$ cat config.mk
export PLATFORM = sky130hd
export DESIGN_NAME = int8_fir_filter
export DESIGN_NICKNAME = d
export VERILOG_FILES = /design/src/hdl/i8fir_pkg.sv /design/src/hdl/i8fir_queue.sv /design/src/hdl/i8fir_front.sv /design/src/hdl/i8fir_mac.sv /design/src/hdl/int8_fir_filter.sv
export VERILOG_INCLUDE_DIRS = /design/src /design/src/hdl
export SDC_FILE = /design/constraint.sdc
export NUM_CORES = 2
export LEC_CHECK = 0
export ABC_AREA = 1
export BUFFER_PORTS_ARGS = -buffer_cell sky130_fd_sc_hd__buf_2
export CORE_MARGIN = 2
export CORE_UTILIZATION = 34
export DETAILED_ROUTE_END_ITERATION = 16
export GPL_ROUTABILITY_DRIVEN = 0
export HOLD_SLACK_MARGIN = 0.06
export SYNTH_ARGS = -nofsm -noshare
export SYNTH_HDL_FRONTEND = slang
export SYNTH_SLANG_ARGS = --single-unit
export TNS_END_PERCENT = 5
$ cat constraint.sdc
create_clock -name clk -period 19.5 [get_ports clk]
set_input_delay 5.85 -clock clk [delete_from_list [all_inputs] [get_ports clk]]
set_output_delay 5.85 -clock clk [all_outputs]
set_load 0.05 [all_outputs]
$ cat src/hdl/int8_fir_filter_defines.svh
// ----------------------------------------------------------------------------
// int8_fir_filter assertion macros
// Shared concurrent assertion helpers, clocked on clk; I8FIR_ASSERT is disabled in rst.
// ----------------------------------------------------------------------------
`ifndef INT8_FIR_FILTER_DEFINES_SVH
`define INT8_FIR_FILTER_DEFINES_SVH

`ifndef SYNTH
// Checked at every rising edge outside reset.
`define I8FIR_ASSERT(lbl, prop, msg) \
  lbl: assert property (@(posedge clk) disable iff (rst) prop) else $error(msg);
// Checked at every rising edge, reset included.
`define I8FIR_ASSERT_ALWAYS(lbl, prop, msg) \
  lbl: assert property (@(posedge clk) prop) else $error(msg);
`else
`define I8FIR_ASSERT(lbl, prop, msg)
`define I8FIR_ASSERT_ALWAYS(lbl, prop, msg)
`endif

`endif

$ cat src/hdl/i8fir_pkg.sv
// ----------------------------------------------------------------------------
// i8fir_pkg
// Widths, types and constants shared by the 8-bit FIR filter modules.
// ----------------------------------------------------------------------------
package i8fir_pkg;

  localparam int NUM_TAPS  = 8;
  localparam int HIST_LEN  = NUM_TAPS - 1;
  localparam int TAP_REGS  = 8;
  localparam int SAMPLE_W  = 8;
  localparam int TAP_W     = 8;
  localparam int PROD_W    = SAMPLE_W + TAP_W;
  localparam int OUT_W     = 19;
  localparam int FILL_W    = $clog2(NUM_TAPS);
  localparam int CFG_IDX_W = 4;
  localparam int TAP_IDX_W = $clog2(TAP_REGS);
  localparam int HALF_TAPS = NUM_TAPS / 2;

  // Queue between the front end and the multiply-accumulate back end.
  localparam int Q_DEPTH = 2;
  localparam int Q_PTR_W = $clog2(Q_DEPTH);
  localparam int Q_CNT_W = $clog2(Q_DEPTH + 1);

  typedef logic signed [SAMPLE_W-1:0] sample_t;
  typedef logic signed [TAP_W-1:0]    tap_t;
  typedef logic signed [PROD_W-1:0]   prod_t;
  typedef logic signed [OUT_W-1:0]    acc_t;

  // Element 0 is the oldest sample of the window.
  typedef logic [NUM_TAPS-1:0][SAMPLE_W-1:0] window_t;

  typedef struct packed {
    logic    valid;
    window_t window;
  } win_push_t;

  typedef struct packed {
    logic                 valid;
    logic [CFG_IDX_W-1:0] index;
    logic [TAP_W-1:0]     data;
  } cfg_wr_t;

endpackage

$ cat src/hdl/i8fir_queue.sv
// ----------------------------------------------------------------------------
// i8fir_queue
// Short first-in first-out queue of complete sample windows.
// ----------------------------------------------------------------------------
`include "int8_fir_filter_defines.svh"

module i8fir_queue import i8fir_pkg::*; (
  input  logic      clk,
  input  logic      rst,
  input  win_push_t wr,
  output logic      full,
  input  logic      pop,
  output logic      empty,
  output window_t   rd_window
);

  window_t              mem [Q_DEPTH];
  logic [Q_PTR_W-1:0]   wr_ptr;
  logic [Q_PTR_W-1:0]   rd_ptr;
  logic [Q_CNT_W-1:0]   count;
  logic                 do_push;
  logic                 do_pop;

  assign full      = (count == Q_CNT_W'(Q_DEPTH));
  assign empty     = (count == '0);
  assign do_push   = wr.valid && !full;
  assign do_pop    = pop && !empty;
  assign rd_window = mem[rd_ptr];

  always_ff @(posedge clk) begin
    if (do_push) begin
      mem[wr_ptr] <= wr.window;
    end
  end

  always_ff @(posedge clk) begin
    if (rst) begin
      wr_ptr <= '0;
      rd_ptr <= '0;
      count  <= '0;
    end else begin
      if (do_push) begin
        wr_ptr <= (wr_ptr == Q_PTR_W'(Q_DEPTH - 1)) ? '0 : wr_ptr + Q_PTR_W'(1);
      end
      if (do_pop) begin
        rd_ptr <= (rd_ptr == Q_PTR_W'(Q_DEPTH - 1)) ? '0 : rd_ptr + Q_PTR_W'(1);
      end
      case ({do_push, do_pop})
        2'b10:   count <= count + Q_CNT_W'(1);
        2'b01:   count <= count - Q_CNT_W'(1);
        default: count <= count;
      endcase
    end
  end

  `I8FIR_ASSERT(a_q_not_full_and_empty, !(full && empty), "queue both full and empty")
  `I8FIR_ASSERT(a_q_count_bound, count <= Q_CNT_W'(Q_DEPTH), "queue count beyond depth")
  `I8FIR_ASSERT(a_q_count_up, (do_push && !do_pop) |=> (count == $past(count) + Q_CNT_W'(1)), "queue count did not rise on a lone push")

endmodule

$ cat src/hdl/i8fir_front.sv
// ----------------------------------------------------------------------------
// i8fir_front
// Accepts samples, keeps the window history and fill count, and forwards a
// complete window for every sample that yields a result.
// ----------------------------------------------------------------------------
`include "int8_fir_filter_defines.svh"

module i8fir_front import i8fir_pkg::*; (
  input  logic      clk,
  input  logic      rst,
  input  logic      push,
  input  sample_t   sample,
  input  logic      block_start,
  input  logic      q_full,
  output win_push_t win_push
);

  sample_t             hist      [HIST_LEN];
  sample_t             hist_next [HIST_LEN];
  logic [FILL_W-1:0]   fill_count;
  logic [FILL_W-1:0]   fill_count_next;
  logic [FILL_W-1:0]   fill_eff;
  logic                accept;
  logic                produce;

  assign accept   = push && !q_full;
  // A block start empties the window before this sample is taken.
  assign fill_eff = block_start ? '0 : fill_count;
  assign produce  = (fill_eff == FILL_W'(HIST_LEN));

  always_comb begin
    win_push.valid = accept && produce;
    for (int j = 0; j < HIST_LEN; j++) begin
      win_push.window[j] = hist[j];
    end
    win_push.window[HIST_LEN] = sample;
  end

  always_comb begin
    fill_count_next = fill_count;
    for (int j = 0; j < HIST_LEN; j++) begin
      hist_next[j] = hist[j];
    end
    if (accept) begin
      if (!produce) begin
        for (int j = 0; j < HIST_LEN; j++) begin
          if (FILL_W'(j) == fill_eff) begin
            hist_next[j] = sample;
          end
        end
        fill_count_next = fill_eff + FILL_W'(1);
      end else begin
        for (int j = 0; j < HIST_LEN - 1; j++) begin
          hist_next[j] = hist[j + 1];
        end
        hist_next[HIST_LEN - 1] = sample;
        fill_count_next = fill_eff;
      end
    end
  end

  always_ff @(posedge clk) begin
    for (int j = 0; j < HIST_LEN; j++) begin
      hist[j] <= hist_next[j];
    end
  end

  always_ff @(posedge clk) begin
    if (rst) begin
      fill_count <= '0;
    end else begin
      fill_count <= fill_count_next;
    end
  end

  `I8FIR_ASSERT(a_fe_fill_bound, fill_count <= FILL_W'(HIST_LEN), "fill count beyond history length")
  `I8FIR_ASSERT(a_fe_start_refill, (accept && block_start) |=> (fill_count == FILL_W'(1)), "block start did not restart the window")
  `I8FIR_ASSERT(a_fe_full_window, win_push.valid |-> (fill_count == FILL_W'(HIST_LEN) && !block_start), "window forwarded before it was full")

endmodule

$ cat src/hdl/i8fir_mac.sv
// ----------------------------------------------------------------------------
// i8fir_mac
// Back end: tap registers, parallel multipliers, a two-level adder tree and
// the result register seen on the output ports.
// ----------------------------------------------------------------------------
module i8fir_mac import i8fir_pkg::*; (
  input  logic    clk,
  input  logic    rst,
  input  cfg_wr_t cfg,
  input  logic    q_empty,
  input  window_t q_window,
  output logic    q_pop,
  input  logic    pop,
  output logic    empty,
  output acc_t    filtered_value
);

  tap_t  taps [TAP_REGS];
  tap_t  coef [NUM_TAPS];
  prod_t prod [NUM_TAPS];
  acc_t  sum_lo;
  acc_t  sum_hi;
  acc_t  sum_lo_next;
  acc_t  sum_hi_next;
  logic  s1_valid;
  logic  s2_valid;
  logic  out_valid;
  acc_t  out_value;
  logic  out_ready;
  logic  s2_ready;
  logic  s1_ready;

  always_ff @(posedge clk) begin
    if (rst) begin
      for (int j = 0; j < TAP_REGS; j++) begin
        taps[j] <= '0;
      end
    end else if (cfg.valid && (cfg.index < CFG_IDX_W'(TAP_REGS))) begin
      taps[cfg.index[TAP_IDX_W-1:0]] <= cfg.data;
    end
  end

  // Window positions without a register weigh with zero.
  for (genvar g = 0; g < NUM_TAPS; g++) begin : g_coef
    if (g < TAP_REGS) begin : g_reg
      assign coef[g] = taps[g];
    end else begin : g_zero
      assign coef[g] = '0;
    end
  end

  // Each stage moves on when it is empty or its successor takes its content.
  assign out_ready = !out_valid || pop;
  assign s2_ready  = !s2_valid || out_ready;
  assign s1_ready  = !s1_valid || s2_ready;
  assign q_pop     = s1_ready && !q_empty;
  assign empty     = !out_valid;
  assign filtered_value = out_value;

  always_comb begin
    sum_lo_next = '0;
    sum_hi_next = '0;
    for (int j = 0; j < HALF_TAPS; j++) begin
      sum_lo_next = sum_lo_next + OUT_W'(prod[j]);
    end
    for (int j = HALF_TAPS; j < NUM_TAPS; j++) begin
      sum_hi_next = sum_hi_next + OUT_W'(prod[j]);
    end
  end

  always_ff @(posedge clk) begin
    if (s1_ready) begin
      for (int j = 0; j < NUM_TAPS; j++) begin
        prod[j] <= $signed(q_window[j]) * coef[j];
      end
    end
    if (s2_ready) begin
      sum_lo <= sum_lo_next;
      sum_hi <= sum_hi_next;
    end
    if (out_ready) begin
      out_value <= sum_lo + sum_hi;
    end
  end

  always_ff @(posedge clk) begin
    if (rst) begin
      s1_valid  <= 1'b0;
      s2_valid  <= 1'b0;
      out_valid <= 1'b0;
    end else begin
      if (s1_ready) begin
        s1_valid <= !q_empty;
      end
      if (s2_ready) begin
        s2_valid <= s1_valid;
      end
      if (out_ready) begin
        out_valid <= s2_valid;
      end
    end
  end

endmodule

$ cat src/hdl/int8_fir_filter.sv
// A sample that completes a window passes through the queue, the product
// registers, the partial-sum registers and the result register to the outputs.
// Throughput: one sample per cycle, set by the eight parallel 8x8 multipliers
// and the registered two-level adder tree, unless a held output stalls it.
// Reset clears the tap registers, the window fill count and every valid flag;
// window history is not reset and is only read after it has been written.
// ----------------------------------------------------------------------------
// int8_fir_filter
// Streaming 8-tap FIR over signed 8-bit samples with a 19-bit signed result.
// ----------------------------------------------------------------------------
module int8_fir_filter import i8fir_pkg::*; (
  input  logic                 clk,
  input  logic                 rst,
  input  logic                 push,
  output logic                 full,
  input  sample_t              sample,
  input  logic                 block_start,
  output logic                 empty,
  input  logic                 pop,
  output acc_t                 filtered_value,
  input  logic                 cfg_valid,
  output logic                 cfg_ready,
  input  logic [CFG_IDX_W-1:0] cfg_index,
  input  logic [TAP_W-1:0]     cfg_data
);

  win_push_t win_push;
  window_t   q_window;
  logic      q_full;
  logic      q_empty;
  logic      q_pop;
  cfg_wr_t   cfg;

  // Every configuration transfer completes in the cycle it is offered.
  assign cfg_ready = 1'b1;
  assign cfg.valid = cfg_valid;
  assign cfg.index = cfg_index;
  assign cfg.data  = cfg_data;
  assign full      = q_full;

  i8fir_front u_front (
    .clk         (clk),
    .rst         (rst),
    .push        (push),
    .sample      (sample),
    .block_start (block_start),
    .q_full      (q_full),
    .win_push    (win_push)
  );

  i8fir_queue u_queue (
    .clk       (clk),
    .rst       (rst),
    .wr        (win_push),
    .full      (q_full),
    .pop       (q_pop),
    .empty     (q_empty),
    .rd_window (q_window)
  );

  i8fir_mac u_mac (
    .clk            (clk),
    .rst            (rst),
    .cfg            (cfg),
    .q_empty        (q_empty),
    .q_window       (q_window),
    .q_pop          (q_pop),
    .pop            (pop),
    .empty          (empty),
    .filtered_value (filtered_value)
  );

endmodule
==> impl_metrics.env <==
export IMPL_synth_area_mm2=0.04176
export IMPL_hpwlAfterDp_um=79270
export IMPL_drtPass1Iterations=6
export IMPL_setup_viol=0
export IMPL_ys_seq_area_share_pct=31.67
export IMPL_grt_pass1_wl_um=154000
export IMPL_required_ns=19.74
export IMPL_finalCritPeriodShare_pct=40.46
export IMPL_end_kind="flop"
export IMPL_maxSlewHeadroom_pct=33.05
export IMPL_hold_viol_final=0
export IMPL_status="finished, violations left"
export IMPL_violations="antenna violations"
export IMPL_crit_arrival_ns=8.12
export IMPL_portBuffers=46
export IMPL_synth_edff_count=433
export IMPL_fin_tns_setup_ns=0
export IMPL_drcViolationCount=0
export IMPL_post_cts_buffers=0
export IMPL_clk_path_buf_depth=3
export IMPL_core_area_mm2=0.1219
export IMPL_nets=5583
export IMPL_first_global_vias=28540
export IMPL_grt_max_degree=67
export IMPL_crit_type="in -> reg"
export IMPL_wl_per_cell_um=14.69
export IMPL_routed_wl_um=94370
export IMPL_cap_violations=0
export IMPL_critPathMaxFanout=40
export IMPL_cts_tree="built"
export IMPL_clk_pin_slew_worst_paths_ns=0.06
export IMPL_synth_flop_cell="edfxtp_1"
export IMPL_synth_area_top_cells="edfxtp_1 (31%), fa_1 (23%), inv_1 (9.8%), ha_1 (9.7%), nand2_1 (9.1%)"
export IMPL_cts_sinks=444
export IMPL_pin_count=48
export IMPL_netlist_instances=4672
export IMPL_ys_ff_latch=444
export IMPL_syn_area_per_cell_um2=8.938
export IMPL_dieArea_mm2=0.1256
export IMPL_synth_cell_types=38
export IMPL_async_reset_ff_share_pct=0
export IMPL_cp_start_kind="input pin"
export IMPL_vias=28830
export IMPL_fmax_mhz=126.7
export IMPL_rsz0062_at_grt="false"
export IMPL_clk_latency_ns=0.62
export IMPL_ctsHoldBuffers=0
export IMPL_report_final_slew_viol_count=0
export IMPL_synthesis_nets=5499
export IMPL_grt_use_total_pct=15.34
export IMPL_antenna_found_initial=3
export IMPL_syn_to_final_growth_pct=9.058
export IMPL_synth_top_cell_area_share_pct=31.14
export IMPL_synth_area_leader_cell="edfxtp_1"
export IMPL_drive_above_1_share_pct=5.174
export IMPL_cts_root_buf="clkbuf_16"
export IMPL_start_util_pct=34.26
export IMPL_ant_nets=1
export IMPL_overflow=0
export IMPL_num_rows=128
export IMPL_dr_first_iter_drc_count=1949
export IMPL_yosys_warnings=0
export IMPL_vias_per_cell=4.489
export IMPL_die_h_um=354.4
export IMPL_period_needed_ns=7.890
export IMPL_worst_pin_slew_ns=1.004
export IMPL_ctsResizeCount=0
export IMPL_die_x_um=354.4
export IMPL_hold_path_class="reg -> reg"
export IMPL_cts_htree_levels=2
export IMPL_clock_skew_ns=0.04500
export IMPL_cts_buffers_inserted=47
[final timing paths]
kind                               startpoint                           to  slack [ns]  cells past startpoint
setup reg to reg                         flop  u_mac.prod[1][47]$_DFFE_PN_       13.25                     20
hold reg to reg   u_queue.rd_ptr$_SDFFE_PP0P_                         flop        0.48                      1
setup / recovery                  block_start  u_queue.mem[1][1]$_DFFE_PP_       11.61                     10
hold / removal    u_queue.rd_ptr$_SDFFE_PP0P_                         flop        0.48                      1
[logic make-up after synthesis]
family	count (synthesis)	share of synthesized area (%)
AO/OA/AOI/OAI	289	4.408
XOR/XNOR	135	2.832
adder cells (fa/ha/maj)	801	32.58
buffers and inverters	1150	10.59
flip-flops	444	31.67
multiplexers	13	0.5334
other	1	0.008981
AND/OR/NAND/NOR	1839	17.39
[cells in the mapped netlist, types with 8 or more instances]
library cell / count
a21o_1: 9
inv_2: 36
dfxtp_1: 11
nand2_2: 9
o21ai_0: 50
xor2_1: 85
fa_1: 477
o21ai_4: 9
a21oi_1: 129
xnor2_1: 50
nand2_1: 1008
inv_1: 1094
nand4_1: 18
ha_1: 324
nor3_1: 11
edfxtp_1: 433
o21ai_2: 46
nand3_1: 148
o21bai_1: 28
mux2i_2: 8
nor2_1: 618
[cell type report]
type / instances / area (um2)
multi-input cells: 3078 / 24130
inverters: 1130 / 4242
flip-flops and latches: 444 / 13230
diodes: 5 / 12.51
clock buffers: 60 / 1286
fillers: 12250 / 76340
well taps: 1625 / 2033
clock inverters: 26 / 306.5
repair buffers: 55 / 297.8
[worst max-delay path, stage by stage]
cell and delay [ns]:
buf_2 0.11, inv_1 0.09, nand2_1 0.10, inv_1 0.09, ha_1 0.19, inv_1 0.12, nor2_4 0.12, nand2_1 0.17
nor2_4 0.63, buf_4 0.60
[registers in the layout, summed over array words and instances (netlist names), named ones only]
register,cells
u_mac.s1_valid,1
u_queue.rd_ptr,1
u_queue.wr_ptr,1
u_mac.out_valid,1
u_mac.filtered_value,19
u_queue.mem,128
u_mac.taps,64
u_front.hist,56
u_mac.sum_hi,19
u_mac.s2_valid,1
u_mac.prod,128
u_mac.sum_lo,19
u_queue.count,2
u_front.fill_count,3
[routing by layer]
| layer | global-route usage, % | up-vias | wire (um) |
|---|---|---|---|
| met2 | 24.55 | 633 | 42380 |
| met4 | 3.110 | 4 | 1674 |
| met3 | 2.252 | 99 | 4915 |
| met1 | 22.11 | 13640 | 45370 |
| met5 | 0 | - | 27 |
| li1 | - | 14450 | - |
[cells in the final DEF, fill, tap and decap left out, types with 48 or more instances in the layout]
cell type  netlist  final
edfxtp_1       433    433
ha_1           324    324
nand2_1       1008   1007
xnor2_1         50     50
inv_1         1094   1094
xor2_1          85     85
nand3_1        148    148
fa_1           477    477
nor2_1         618    616
o21ai_0         50     50
clkbuf_16        0     48
a21oi_1        129    129
[per-stage QoR]
step                      util [%]  instance area, um2  setup slack [ns]  instances  hold slack, ns
after floorplan                  -               41760             9.007       4672          0.4215
after global placement       36.05               43930             11.00       6332          0.4386
after detailed placement     36.05               43930             10.94       6332          0.4663
after CTS                    37.35               45530             11.58       6418          0.4738
after global routing         37.35               45530             11.37       6418          0.4910
final                        37.36               45540             11.61       6423          0.4787
Power is left out: the tool's default activity adds up to more than one toggle a clock period on the data nets, which glitch-free logic cannot reach.
